===== src/ring_byte_fifo_bulk_defines.svh =====
// ring_byte_fifo_bulk_defines.svh: assertion macros for the byte ring fifo
// depends on clk and rst_n in the module that uses them
`ifndef RING_BYTE_FIFO_BULK_DEFINES_SVH
`define RING_BYTE_FIFO_BULK_DEFINES_SVH

// same-cycle implication, off during reset
`define RBF_ASSERT_IMPL(name, ante, cons) \
  name: assert property (@(posedge clk) disable iff (!rst_n) (ante) |-> (cons)) \
    else $error("rbf: same-cycle check failed");

// next-cycle implication, off during reset
`define RBF_ASSERT_NEXT(name, ante, cons) \
  name: assert property (@(posedge clk) disable iff (!rst_n) (ante) |=> (cons)) \
    else $error("rbf: next-cycle check failed");

`endif


===== src/rbf_pkg.sv =====
// rbf_pkg: shared types and constants of the byte ring fifo
// no dependencies
`default_nettype none

package rbf_pkg;

  localparam int BYTE_W     = 8;
  localparam int DATA_BYTES = 8;
  localparam int DATA_W     = BYTE_W * DATA_BYTES;
  localparam int CNT_W      = 4;
  localparam int SIZE_W     = 9;
  localparam int FILL_W     = 8;
  localparam int OP_W       = 2;
  localparam int IN_DATA_W  = 72;
  localparam int OUT_DATA_W = 96;

  typedef enum logic [OP_W-1:0] {
    OP_WRITE = 2'd0,
    OP_READ  = 2'd1,
    OP_CLEAR = 2'd2
  } op_t;

endpackage

`default_nettype wire


===== src/rbf_bank.sv =====
// rbf_bank: one byte lane of the ring store, one write and one registered read port
// depends on rbf_pkg
`default_nettype none

module rbf_bank
  import rbf_pkg::*;
#(
  parameter int ROWS = 32,
  localparam int ROW_W = (ROWS > 1) ? $clog2(ROWS) : 1
) (
  input  wire logic              clk,
  input  wire logic              we,
  input  wire logic [ROW_W-1:0]  waddr,
  input  wire logic [BYTE_W-1:0] wdata,
  input  wire logic              re,
  input  wire logic [ROW_W-1:0]  raddr,
  output logic      [BYTE_W-1:0] rdata
);

  logic [BYTE_W-1:0] mem [ROWS];

  always_ff @(posedge clk) begin
    if (we) begin
      mem[waddr] <= wdata;
    end
  end

  always_ff @(posedge clk) begin
    if (re) begin
      rdata <= mem[raddr];
    end
  end

endmodule

`default_nettype wire


===== src/ring_byte_fifo_bulk.sv =====
// ring_byte_fifo_bulk: a byte fifo on a banked circular store, write / read / clear per request
// depends on rbf_pkg, rbf_bank and ring_byte_fifo_bulk_defines.svh
//
// usage:
//   in channel: in_tuser carries the opcode (write, read, clear), in_tdata the
//   write bytes and the requested length. out channel: one result per request
//   with the counts, the read bytes and the fill status after the request.
//   cfg_we/cfg_wdata set the ring size (clamped to 2..min(DEPTH,256)) and
//   empty the fifo; write it only while no request is in flight.
//   a request passes through three stages: input register, store access with
//   pointer update, result register. one request is taken every cycle as long
//   as the result side keeps up; the store is LANES byte banks, each read once
//   and written at most once per request.
//   reset empties the fifo, sets the ring size to its maximum and drops any
//   request in flight. the store contents are not cleared.
//   when out_tready is low the result register holds, the stages behind it
//   fill up and in_tready falls once all three are occupied.
`default_nettype none
`include "ring_byte_fifo_bulk_defines.svh"

module ring_byte_fifo_bulk
  import rbf_pkg::*;
#(
  parameter int DEPTH = 256,
  parameter int LANES = 8
) (
  input  wire logic                  clk,
  input  wire logic                  rst_n,
  // cfg: ring_size
  input  wire logic                  cfg_we,
  input  wire logic [SIZE_W-1:0]     cfg_wdata,
  // in_tdata: write_data[63:0], length[67:64], zero pad
  input  wire logic                  in_tvalid,
  output logic                       in_tready,
  input  wire logic [IN_DATA_W-1:0]  in_tdata,
  // in_tuser: opcode[1:0]
  input  wire logic [OP_W-1:0]       in_tuser,
  // out_tdata: accepted_count[3:0], read_data[67:4], read_count[71:68],
  //            used_count[79:72], free_count[87:80], is_full[88], is_empty[89], zero pad
  output logic                       out_tvalid,
  input  wire logic                  out_tready,
  output logic [OUT_DATA_W-1:0]      out_tdata
);

  localparam int TOP_SIZE = (DEPTH < 256) ? DEPTH : 256;
  localparam int ROWS     = (TOP_SIZE + LANES - 1) / LANES;
  localparam int ROW_W    = (ROWS > 1) ? $clog2(ROWS) : 1;
  localparam int LANE_W   = (LANES > 1) ? $clog2(LANES) : 1;
  localparam int SUM_W    = $clog2(2 * LANES) + 1;

  // handshake and stage control
  logic adv0, adv1, adv2, do_step;

  // input register
  logic              s0_v_r;
  op_t               s0_op_r;
  logic [DATA_W-1:0] s0_wdata_r;
  logic [CNT_W-1:0]  s0_len_r;

  // fifo state
  logic [SIZE_W-1:0] s_r;
  logic [FILL_W-1:0] used_r, used_nxt;
  logic [ROW_W-1:0]  wr_row_r, rd_row_r, wr_row_nxt, rd_row_nxt, wr_row_inc, rd_row_inc;
  logic [LANE_W-1:0] wr_lane_r, rd_lane_r, wr_lane_nxt, rd_lane_nxt;
  logic [SIZE_W-1:0] cfg_size;

  // step logic
  logic [CNT_W-1:0]  len_sat, acc, got, acc_eff, got_eff;
  logic [SIZE_W-1:0] room, lim_nxt;
  logic [SUM_W-1:0]  wr_sum, rd_sum;
  logic              is_wr, is_rd, is_clr;
  logic [FILL_W-1:0] free_nxt;
  logic              full_nxt, empty_nxt;

  // access stage
  logic              s1_v_r;
  logic [CNT_W-1:0]  s1_acc_r, s1_got_r;
  logic [LANE_W-1:0] s1_lane_r;
  logic [FILL_W-1:0] s1_used_r, s1_free_r;
  logic              s1_full_r, s1_empty_r;
  logic [BYTE_W-1:0] bank_q [LANES];
  logic [DATA_W-1:0] rdata_nxt;

  // result register
  logic              out_v_r;
  logic [CNT_W-1:0]  out_acc_r, out_got_r;
  logic [DATA_W-1:0] out_rdata_r;
  logic [FILL_W-1:0] out_used_r, out_free_r;
  logic              out_full_r, out_empty_r;

  assign adv2      = !out_v_r || out_tready;
  assign adv1      = !s1_v_r || adv2;
  assign adv0      = !s0_v_r || adv1;
  assign do_step   = s0_v_r && adv1;
  assign in_tready = adv0;

  // input register
  always_ff @(posedge clk) begin
    if (!rst_n) begin
      s0_v_r <= 1'b0;
    end else if (adv0) begin
      s0_v_r <= in_tvalid;
    end
  end

  always_ff @(posedge clk) begin
    if (adv0 && in_tvalid) begin
      s0_op_r    <= op_t'(in_tuser);
      s0_wdata_r <= in_tdata[DATA_W-1:0];
      s0_len_r   <= in_tdata[DATA_W +: CNT_W];
    end
  end

  // step logic
  always_comb begin
    if (cfg_wdata < SIZE_W'(2)) begin
      cfg_size = SIZE_W'(2);
    end else if (cfg_wdata > SIZE_W'(TOP_SIZE)) begin
      cfg_size = SIZE_W'(TOP_SIZE);
    end else begin
      cfg_size = cfg_wdata;
    end
  end

  assign wr_row_inc = (wr_row_r == ROW_W'(ROWS - 1)) ? '0 : wr_row_r + ROW_W'(1);
  assign rd_row_inc = (rd_row_r == ROW_W'(ROWS - 1)) ? '0 : rd_row_r + ROW_W'(1);

  assign is_wr  = (s0_op_r == OP_WRITE);
  assign is_rd  = (s0_op_r == OP_READ);
  assign is_clr = (s0_op_r == OP_CLEAR);

  always_comb begin
    len_sat = (s0_len_r > CNT_W'(LANES)) ? CNT_W'(LANES) : s0_len_r;
    room    = s_r - SIZE_W'(1) - {1'b0, used_r};
    acc     = ({{(SIZE_W-CNT_W){1'b0}}, len_sat} < room) ? len_sat : room[CNT_W-1:0];
    got     = ({{(FILL_W-CNT_W){1'b0}}, len_sat} < used_r) ? len_sat : used_r[CNT_W-1:0];
    acc_eff = is_wr ? acc : '0;
    got_eff = is_rd ? got : '0;

    wr_sum = SUM_W'(wr_lane_r) + SUM_W'(acc_eff);
    rd_sum = SUM_W'(rd_lane_r) + SUM_W'(got_eff);

    wr_lane_nxt = wr_lane_r;
    wr_row_nxt  = wr_row_r;
    rd_lane_nxt = rd_lane_r;
    rd_row_nxt  = rd_row_r;
    used_nxt    = used_r;

    case (s0_op_r)
      OP_WRITE: begin
        used_nxt = used_r + FILL_W'(acc_eff);
        if (wr_sum >= SUM_W'(LANES)) begin
          wr_lane_nxt = LANE_W'(wr_sum - SUM_W'(LANES));
          wr_row_nxt  = wr_row_inc;
        end else begin
          wr_lane_nxt = LANE_W'(wr_sum);
        end
      end
      OP_READ: begin
        used_nxt = used_r - FILL_W'(got_eff);
        if (rd_sum >= SUM_W'(LANES)) begin
          rd_lane_nxt = LANE_W'(rd_sum - SUM_W'(LANES));
          rd_row_nxt  = rd_row_inc;
        end else begin
          rd_lane_nxt = LANE_W'(rd_sum);
        end
      end
      OP_CLEAR: begin
        used_nxt    = '0;
        rd_lane_nxt = wr_lane_r;
        rd_row_nxt  = wr_row_r;
      end
      default: begin
        used_nxt = used_r;
      end
    endcase

    lim_nxt   = s_r - SIZE_W'(1);
    free_nxt  = FILL_W'(lim_nxt - {1'b0, used_nxt});
    full_nxt  = ({1'b0, used_nxt} == lim_nxt);
    empty_nxt = (used_nxt == '0);
  end

  // fifo state
  always_ff @(posedge clk) begin
    if (!rst_n) begin
      s_r       <= SIZE_W'(TOP_SIZE);
      used_r    <= '0;
      wr_row_r  <= '0;
      wr_lane_r <= '0;
      rd_row_r  <= '0;
      rd_lane_r <= '0;
    end else if (cfg_we) begin
      s_r       <= cfg_size;
      used_r    <= '0;
      wr_row_r  <= '0;
      wr_lane_r <= '0;
      rd_row_r  <= '0;
      rd_lane_r <= '0;
    end else if (do_step) begin
      used_r    <= used_nxt;
      wr_row_r  <= wr_row_nxt;
      wr_lane_r <= wr_lane_nxt;
      rd_row_r  <= rd_row_nxt;
      rd_lane_r <= rd_lane_nxt;
    end
  end

  // byte banks
  for (genvar k = 0; k < LANES; k++) begin : g_bank
    logic [SUM_W-1:0]  off_sum;
    logic [LANE_W-1:0] off;
    logic              we;
    logic [ROW_W-1:0]  waddr, raddr;
    logic [BYTE_W-1:0] wdata;

    assign off_sum = SUM_W'(k) + SUM_W'(LANES) - SUM_W'(wr_lane_r);
    assign off     = (off_sum >= SUM_W'(LANES)) ? LANE_W'(off_sum - SUM_W'(LANES))
                                                : LANE_W'(off_sum);
    assign we      = do_step && is_wr && (SUM_W'(off) < SUM_W'(acc));
    assign waddr   = (LANE_W'(k) >= wr_lane_r) ? wr_row_r : wr_row_inc;
    assign raddr   = (LANE_W'(k) >= rd_lane_r) ? rd_row_r : rd_row_inc;
    assign wdata   = s0_wdata_r[{off, 3'b000} +: BYTE_W];

    rbf_bank #(
      .ROWS(ROWS)
    ) u_bank (
      .clk  (clk),
      .we   (we),
      .waddr(waddr),
      .wdata(wdata),
      .re   (do_step),
      .raddr(raddr),
      .rdata(bank_q[k])
    );
  end

  // access stage
  always_ff @(posedge clk) begin
    if (!rst_n) begin
      s1_v_r <= 1'b0;
    end else if (adv1) begin
      s1_v_r <= s0_v_r;
    end
  end

  always_ff @(posedge clk) begin
    if (do_step) begin
      s1_acc_r   <= acc_eff;
      s1_got_r   <= got_eff;
      s1_lane_r  <= rd_lane_r;
      s1_used_r  <= used_nxt;
      s1_free_r  <= free_nxt;
      s1_full_r  <= full_nxt;
      s1_empty_r <= empty_nxt;
    end
  end

  // rotate bank outputs back into request order
  always_comb begin
    logic [SUM_W-1:0]  sidx;
    logic [LANE_W-1:0] idx;
    rdata_nxt = '0;
    sidx      = '0;
    idx       = '0;
    for (int j = 0; j < DATA_BYTES; j++) begin
      if (j < LANES) begin
        sidx = SUM_W'(s1_lane_r) + SUM_W'(j);
        idx  = (sidx >= SUM_W'(LANES)) ? LANE_W'(sidx - SUM_W'(LANES)) : LANE_W'(sidx);
        if (CNT_W'(j) < s1_got_r) begin
          rdata_nxt[j*BYTE_W +: BYTE_W] = bank_q[idx];
        end
      end
    end
  end

  // result register
  always_ff @(posedge clk) begin
    if (!rst_n) begin
      out_v_r <= 1'b0;
    end else if (adv2) begin
      out_v_r <= s1_v_r;
    end
  end

  always_ff @(posedge clk) begin
    if (adv2 && s1_v_r) begin
      out_acc_r   <= s1_acc_r;
      out_got_r   <= s1_got_r;
      out_rdata_r <= rdata_nxt;
      out_used_r  <= s1_used_r;
      out_free_r  <= s1_free_r;
      out_full_r  <= s1_full_r;
      out_empty_r <= s1_empty_r;
    end
  end

  assign out_tvalid = out_v_r;
  assign out_tdata  = {6'b0, out_empty_r, out_full_r, out_free_r, out_used_r,
                       out_got_r, out_rdata_r, out_acc_r};

  `RBF_ASSERT_IMPL(a_used_cap, 1'b1, ({1'b0, used_r} < s_r))
  `RBF_ASSERT_IMPL(a_one_dir, s1_v_r, ((s1_acc_r == '0) || (s1_got_r == '0)))
  `RBF_ASSERT_NEXT(a_clear_empties, do_step && is_clr, (used_r == '0))
  `RBF_ASSERT_NEXT(a_state_idle, !do_step && !cfg_we, $stable(used_r))
  `RBF_ASSERT_NEXT(a_lane_idle, !do_step && !cfg_we, ($stable(wr_lane_r) && $stable(rd_lane_r)))

endmodule

`default_nettype wire

===== config.mk =====
export PLATFORM = sky130hd
export DESIGN_NAME = ring_byte_fifo_bulk
export DESIGN_NICKNAME = d
export VERILOG_FILES = /design/src/rbf_pkg.sv /design/src/rbf_bank.sv /design/src/ring_byte_fifo_bulk.sv
export VERILOG_INCLUDE_DIRS = /design/src /design/src/src
export SDC_FILE = /design/constraint.sdc
export NUM_CORES = 2
export LEC_CHECK = 0
export BUFFER_PORTS_ARGS = -buffer_cell sky130_fd_sc_hd__buf_2
export CORE_MARGIN = 2
export CORE_UTILIZATION = 50
export DETAILED_ROUTE_END_ITERATION = 16
export GPL_TIMING_DRIVEN = 0
export PLACE_DENSITY = 0.74
export SETUP_SLACK_MARGIN = 0.02
export SYNTH_ARGS = -nofsm -noshare
export SYNTH_HDL_FRONTEND = slang
export SYNTH_HIERARCHICAL = 1
export SYNTH_SLANG_ARGS = --single-unit
export TNS_END_PERCENT = 1

===== constraint.sdc =====
create_clock -name clk -period 9.9 [get_ports clk]
set_input_delay 1.98 -clock clk [delete_from_list [all_inputs] [get_ports clk]]
set_output_delay 1.98 -clock clk [all_outputs]
set_load 0.05 [all_outputs]

**After elaboration in Yosys (flattened, before gate mapping)**

Memory sizes are Yosys's and may differ from the RTL's. A register that Yosys moved wholly into a read port is not among the register bits.
Index checks and enable logic that the tools add are counted.
W data, S select, Z words.

- $add $sub $neg: 42
- $lt $le $gt $ge: 63
- Equal/unequal tests: 6
- Shifts and indexed selects: 8
- Muxes and demuxes: 87
- Bitwise logic cells: 9
- Reductions and logical operators: 26

Operator list:

| cell | count |
|---|---|
| $shiftx A64 B7 Y8 | 8 |
| $bmux W8 S3 | 8 |
| $mux W8 | 16 |
| $mux W5 | 19 |
| $ge A4 B4 Y1 const B | 15 |
| $mux W3 | 18 |
| $sub A3 B1 Y3 const B | 18 |
| $ge A5 B4 Y1 const B | 10 |
| $sub A4 B3 Y5 const A | 8 |
| $lt A3 B4 Y1 | 8 |
| $not A3 Y4 | 8 |
| $ge A3 B3 Y1 const A | 8 |
| $pmux W8 S3 | 1 |
| $mux W4 | 5 |
| $mux W9 | 2 |
| $add A3 B3 Y4 const B | 4 |
| $lt A3 B4 Y1 const A | 4 |
| $mux W1 | 16 |
| $ge A1 B3 Y1 const A | 4 |
| $ge A2 B3 Y1 const A | 4 |
| $logic_and A1 B1 Y1 | 12 |
| $add A3 B4 Y5 | 2 |
| $add A5 B1 Y5 const B | 2 |
| $eq A5 B5 Y1 const B | 2 |
| 30 further kinds | 39 |

- Register bits after elaboration: 225
- Memory bits (writable): 2048
- Input bits: 88
- Output and inout bits: 98
- Logic and storage cells: 282
- Memories: 8

Memories:

| name | words | bits a word | read ports | clocked after memory_dff | write ports | line | RTL |
|---|---|---|---|---|---|---|---|
| g_bank[0].u_bank.mem | 32 | 8 | 1 | 1 | 1 | rbf_bank.sv:20 | `logic [BYTE_W-1:0] mem [ROWS];` |
| g_bank[1].u_bank.mem | 32 | 8 | 1 | 1 | 1 | rbf_bank.sv:20 |  |
| g_bank[2].u_bank.mem | 32 | 8 | 1 | 1 | 1 | rbf_bank.sv:20 |  |
| g_bank[3].u_bank.mem | 32 | 8 | 1 | 1 | 1 | rbf_bank.sv:20 |  |
| g_bank[4].u_bank.mem | 32 | 8 | 1 | 1 | 1 | rbf_bank.sv:20 |  |
| g_bank[5].u_bank.mem | 32 | 8 | 1 | 1 | 1 | rbf_bank.sv:20 |  |
| 2 more memories | - | - | - | - | - | - |  |

**Logic depth before layout (Yosys ltp)**

- Word-level depth: 9
- Gate-level depth with buffers: 33

**Cells and area by module**

The synthesis kept the hierarchy.

Modules (own cells, without submodules):

| module | instances | cells an instance | area an instance (um^2) | sequential area each (um^2) |
|---|---|---|---|---|
| rbf_bank | 8 | 417 | 10133.5 | 7927.6 |
| ring_byte_fifo_bulk | 1 | 1404 | 15531.1 | 6396.1 |

**Worst setup path after synthesis**

No wires, ideal clock.

- Kind: input-to-reg
- From: input out_tready
- To: register out_acc_r[0] (enable)
- Setup time: 550 ps
- Arrival time: 6057 ps
- Required time: 9350 ps
- Setup slack: 3294 ps
- Stages on the path: 2
- Cells stage by stage: nor2b_1 -> nor2b_1

- Word-level cells in the longest chain between the ends: 2

Ends and longest elaborated chain:

| element | line | RTL |
|---|---|---|
| start, declared | ring_byte_fifo_bulk.sv:41 | `input wire logic out_tready,` |
| $logic_or A1 B1 Y1 | ring_byte_fifo_bulk.sv:91 | `assign adv2 = !out_v_r \|\| out_tready;` |
| $logic_and A1 B1 Y1 | ring_byte_fifo_bulk.sv:287 | `if (adv2 && s1_v_r) begin` |
| end signal, assigned | ring_byte_fifo_bulk.sv:288 | `out_acc_r <= s1_acc_r;` |
| end, declared | ring_byte_fifo_bulk.sv:86 | `logic [CNT_W-1:0] out_acc_r, out_got_r;` |

No other way between the ends.
A chain may end at the register's enable or synchronous reset.

**Final worst setup path**

- From: register wr_lane_r[1]
- To: memory g_bank[6].u_bank.mem[20][7] (enable)

- Word-level cells in the longest chain between the ends: 7
- Elaborated cells between the ends (all ways): 10
- Those cells by class: add/sub (2); order compare (3); mux (4); reduce/logical (1)

Ends and longest elaborated chain:

| element | line | RTL |
|---|---|---|
| start, declared | ring_byte_fifo_bulk.sv:64 | `logic [LANE_W-1:0] wr_lane_r, rd_lane_r, wr_lane_nxt, rd_lane_nxt;` |
| start signal, assigned | ring_byte_fifo_bulk.sv:203 | `wr_lane_r <= wr_lane_nxt;` |
| $sub A4 B3 Y5 (*) | ring_byte_fifo_bulk.sv:217 | `assign off_sum = SUM_W'(k) + SUM_W'(LANES) - SUM_W'(wr_lane_r);` |
| $ge A5 B4 Y1 or $sub A3 B1 Y3 (tied branches) | ring_byte_fifo_bulk.sv:218 | `assign off = (off_sum >= SUM_W'(LANES)) ? LANE_W'(off_sum - SUM_W'(LANES))` |
| $mux W3 (*) | ring_byte_fifo_bulk.sv:218 |  |
| $lt A3 B4 Y1 (*) | ring_byte_fifo_bulk.sv:220 | `assign we = do_step && is_wr && (SUM_W'(off) < SUM_W'(acc));` |
| $logic_and A1 B1 Y1 (*) | ring_byte_fifo_bulk.sv:220 |  |
| via g_bank[6].we | ring_byte_fifo_bulk.sv:213 | `logic we;` |
| $mux W1 (*) | rbf_bank.sv:23 | `if (we) begin` |
| $mux W1 (implied by the code) (*) | rbf_bank.sv:24 | `mem[waddr] <= wdata;` |
| end, declared | rbf_bank.sv:20 |  |

Mark *: on every way through the listed nets, which the timed path passes. The rest lies on a longest branch.

==> results.md <==
- Status: complete, no violations
- YS warnings: 6
- Fin util: 56.3%
- Core ar.: 0.192 mm^2
- Die height: 444 um
- Hpwl dp: 168000 um
- First-pass GRT wire length: 347000 um
- Crit path launch: wr_lane_r[1]$_SDFFE_PP0P_
- Num CTS Buffers: 220
- Tmin final: 8.40 ns
- CTS root buffer: clkbuf_16
- Tot GR Track Use: 24.6%
- Vias per inst: 6.33
- H-tree depth: 4
- Worst Max-Slew Pin Slew: 1.43 ns
- CTS tree: done
- Vias after detailed routing: 49800
- Number of cell rows: 161
- PwrDens: 191 mW/mm^2
- Cell count after synthesis: 4740
- Min-delay src: s1_free_r[2]$_DFFE_PP_
- Dpl ws: 1.22 ns
- Fill count: 14000
- Initial antenna violation count: 16
- Worst path required time: 10.40 ns
- Area of the die: 0.197 mm^2
- Synth-to-layout area growth: 12.0%
- Hold endpoint: out_free_r[2]$_DFFE_PP_
- Hold path depth: 0
- Resize count post-CTS: 0
- Design Area, Final: 0.108 mm^2
- Mean routed wirelength per cell: 30.7 um
- Hold Buf Count CTS: 0
- Skew-Pair Late Insertion Delay: 0.90 ns
- Hold Path Class: reg -> reg
- Tcrit/Tclk final: 84.8%
- Starting Density: 50.3%
- Post-route ant nets: 0
- CP arrival: 8.90 ns
- Final setup fails: 0
- Hold Slack: 0.418 ns
- Largest net degree at the start of global routing: 64
- Biggest fanout along the worst timing path: 10
- Max capacitance violation total: 0
- Clock transition at path regs: 0.06 ns
- Ys async rst share: 0%
- Fmax: 119 MHz
- CTS Sinks: 2337
- Share of layout cells above drive strength 1: 28.5%
- Syn avg cell area: 20.4 um^2
- Cell variety after synth: 70
- Reg2reg path depth: 15
- Die Wd: 444 um
- DRT iter0 DRCs: 6972
- DP Area: 0.101 mm^2
- Critical Path End Type: flop
- Post-synth EDFFs: 2301
- Mapped cell area: 0.0966 mm^2
- PnR worst setup slack: 1.50 ns
- Total grt overflow: 0
- Layout Nets: 5316
- VDD IR max: 0.000189 V
- Top FF cell, synth: edfxtp_1
- First-pass DRT Iterations: 8
- Internal reg-to-reg setup slack: 1.50 ns
- I/O Buffers: 174
- R2r startpoint: wr_lane_r[1]$_SDFFE_PP0P_
- Setup Skew: 0.0811 ns
- IO Pins: 186
- Unrepaired setup endpoints after global routing: false
- Post-synthesis sequential area ratio: 72.3%
- Final WL: 242000 um
- Gpl congestion: 0.941
- Hold Vio Cnt, Final: 0
- Reg2reg end: g_bank[6].u_bank/mem[20][7]$_DFFE_PP_
- Type of the worst setup path: reg -> reg
- Max-slew violation count: 0
- Leakage: 0.0332 uW
- Post-CTS Setup Inserts: 0
- CP startpoint kind: flop
- #FFs+latches synth: 2337
- Final setup TNS: 0 ns
- Drt drc: 0
- Clock Tree Buf Depth: 3
- Vias in the first global route: 49000
- Worst slew margin: 4.13%
[area by class of cell]
class                           instances  area, um^2  area share, %
Clock buffer                          271        5780           5.34
Multi-Input combinational cell       2099       25400           23.5
Timing Repair Buffer                  188        1130           1.04
Inverter                               56         210          0.194
Antenna cell                            3        7.51        0.00694
Buffer                                253        1240           1.14
Clock inverter                        143        1430           1.32
Sequential cell                      2337       69800           64.5
Tap cell                             2526        3160           2.92
[worst max-delay path: stages (launching register included)]
cell and delay, ns:
dfxtp_1 0.62, clkbuf_1 0.59, buf_1 0.53, buf_1 0.77, inv_1 0.38, ha_1 0.42
clkbuf_1 0.45, buf_1 0.70, clkbuf_1 0.62, inv_1 0.11, ha_1 0.31, a21boi_0 0.17
o41ai_2 0.85, or3b_2 0.50, clkbuf_1 0.26, nor2_1 0.72
[worst max-delay path by stage]
stage | depth (start not counted) | slack (ns) | endpoint
floorplan | 2 | 3.29 | out_acc_r[0]$_DFFE_PP_
global placement | 3 | 0.77 | out_rdata_r[28]$_SDFFCE_PP0P_
detailed placement | 14 | 1.22 | g_bank[6].u_bank/mem[18][3]$_DFFE_PP_
CTS | 14 | 1.18 | g_bank[6].u_bank/mem[18][1]$_DFFE_PP_
global route | 15 | 1.23 | g_bank[6].u_bank/mem[4][0]$_DFFE_PP_
finish | 15 | 1.50 | g_bank[6].u_bank/mem[20][7]$_DFFE_PP_
[kinds of logic (layout without fill, tap and decap cells)]
family,count (synthesis),in the layout,synth area share [%]
mux,912,912,19.5
flops,2337,2337,72.3
simple gates,823,823,3.77
other cells,1,9,0.00388
fa+ha+maj,74,74,0.995
buf+inv,309,911,1.49
compound gates,253,253,1.64
xor+xnor,31,31,0.281
[metal layers]
layer / vias to the layer above / global-route usage (%) / part of all wire, %
met2: 2932 / 38.8 / 48
met3: 525 / 4.93 / 10
met1: 26000 / 33.1 / 36
met5: - / 0 / 0.022
met4: 6 / 11.6 / 5.4
li1: 20400 / - / -
[Yosys cell counts, types with 41 or more instances]
library cell,number,area (um^2)
clkbuf_1,114,428
edfxtp_1,2301,69100
mux4_2,768,17300
buf_4,56,420
mux2_2,113,1270
nand2_1,309,1160
buf_1,65,244
nand3b_1,41,308
o21ai_0,68,340
ha_1,68,851
nor2_1,332,1250
a21oi_1,82,410
inv_1,53,199
[stage by stage]
step | total power [uW] | std cells
global placement | 12500 | 7445
floorplan | 12100 | 4745
detailed placement | 12500 | 7456
CTS | 20800 | 7870
finish | 20700 | 7876
global route | 21200 | 7873
[registers in the layout, indices dropped and copies added, names as in the netlist, 4 cells and up]
register	count
s1_got_r	4
s1_free_r	8
used_r	8
out_free_r	8
g_bank.u_bank/mem	2048
s0_wdata_r	64
s1_acc_r	4
wr_row_r	5
s1_used_r	8
out_used_r	8
g_bank.u_bank/rdata	64
out_got_r	4
out_acc_r	4
s0_len_r	4
rd_row_r	5
out_rdata_r	64
s_r	9
[power by group]
part,internal (uW),total [uW],switching (uW)
sequential,11100,11200,85.0
combinational,398,1200,798
clock,4650,8330,3680
[placed cells by master, fill, tap and decap left out, types with 65 or more instances in the layout]
cell / n
buf_2: 184
clkbuf_1: 157
mux2_2: 113
mux4_2: 768
nor2_1: 332
nand2_1: 301
a21oi_1: 82
buf_1: 65
ha_1: 68
clkbuf_16: 221
edfxtp_1: 2301
o21ai_0: 65
Note: power is estimated with default switching activity, not from simulation.
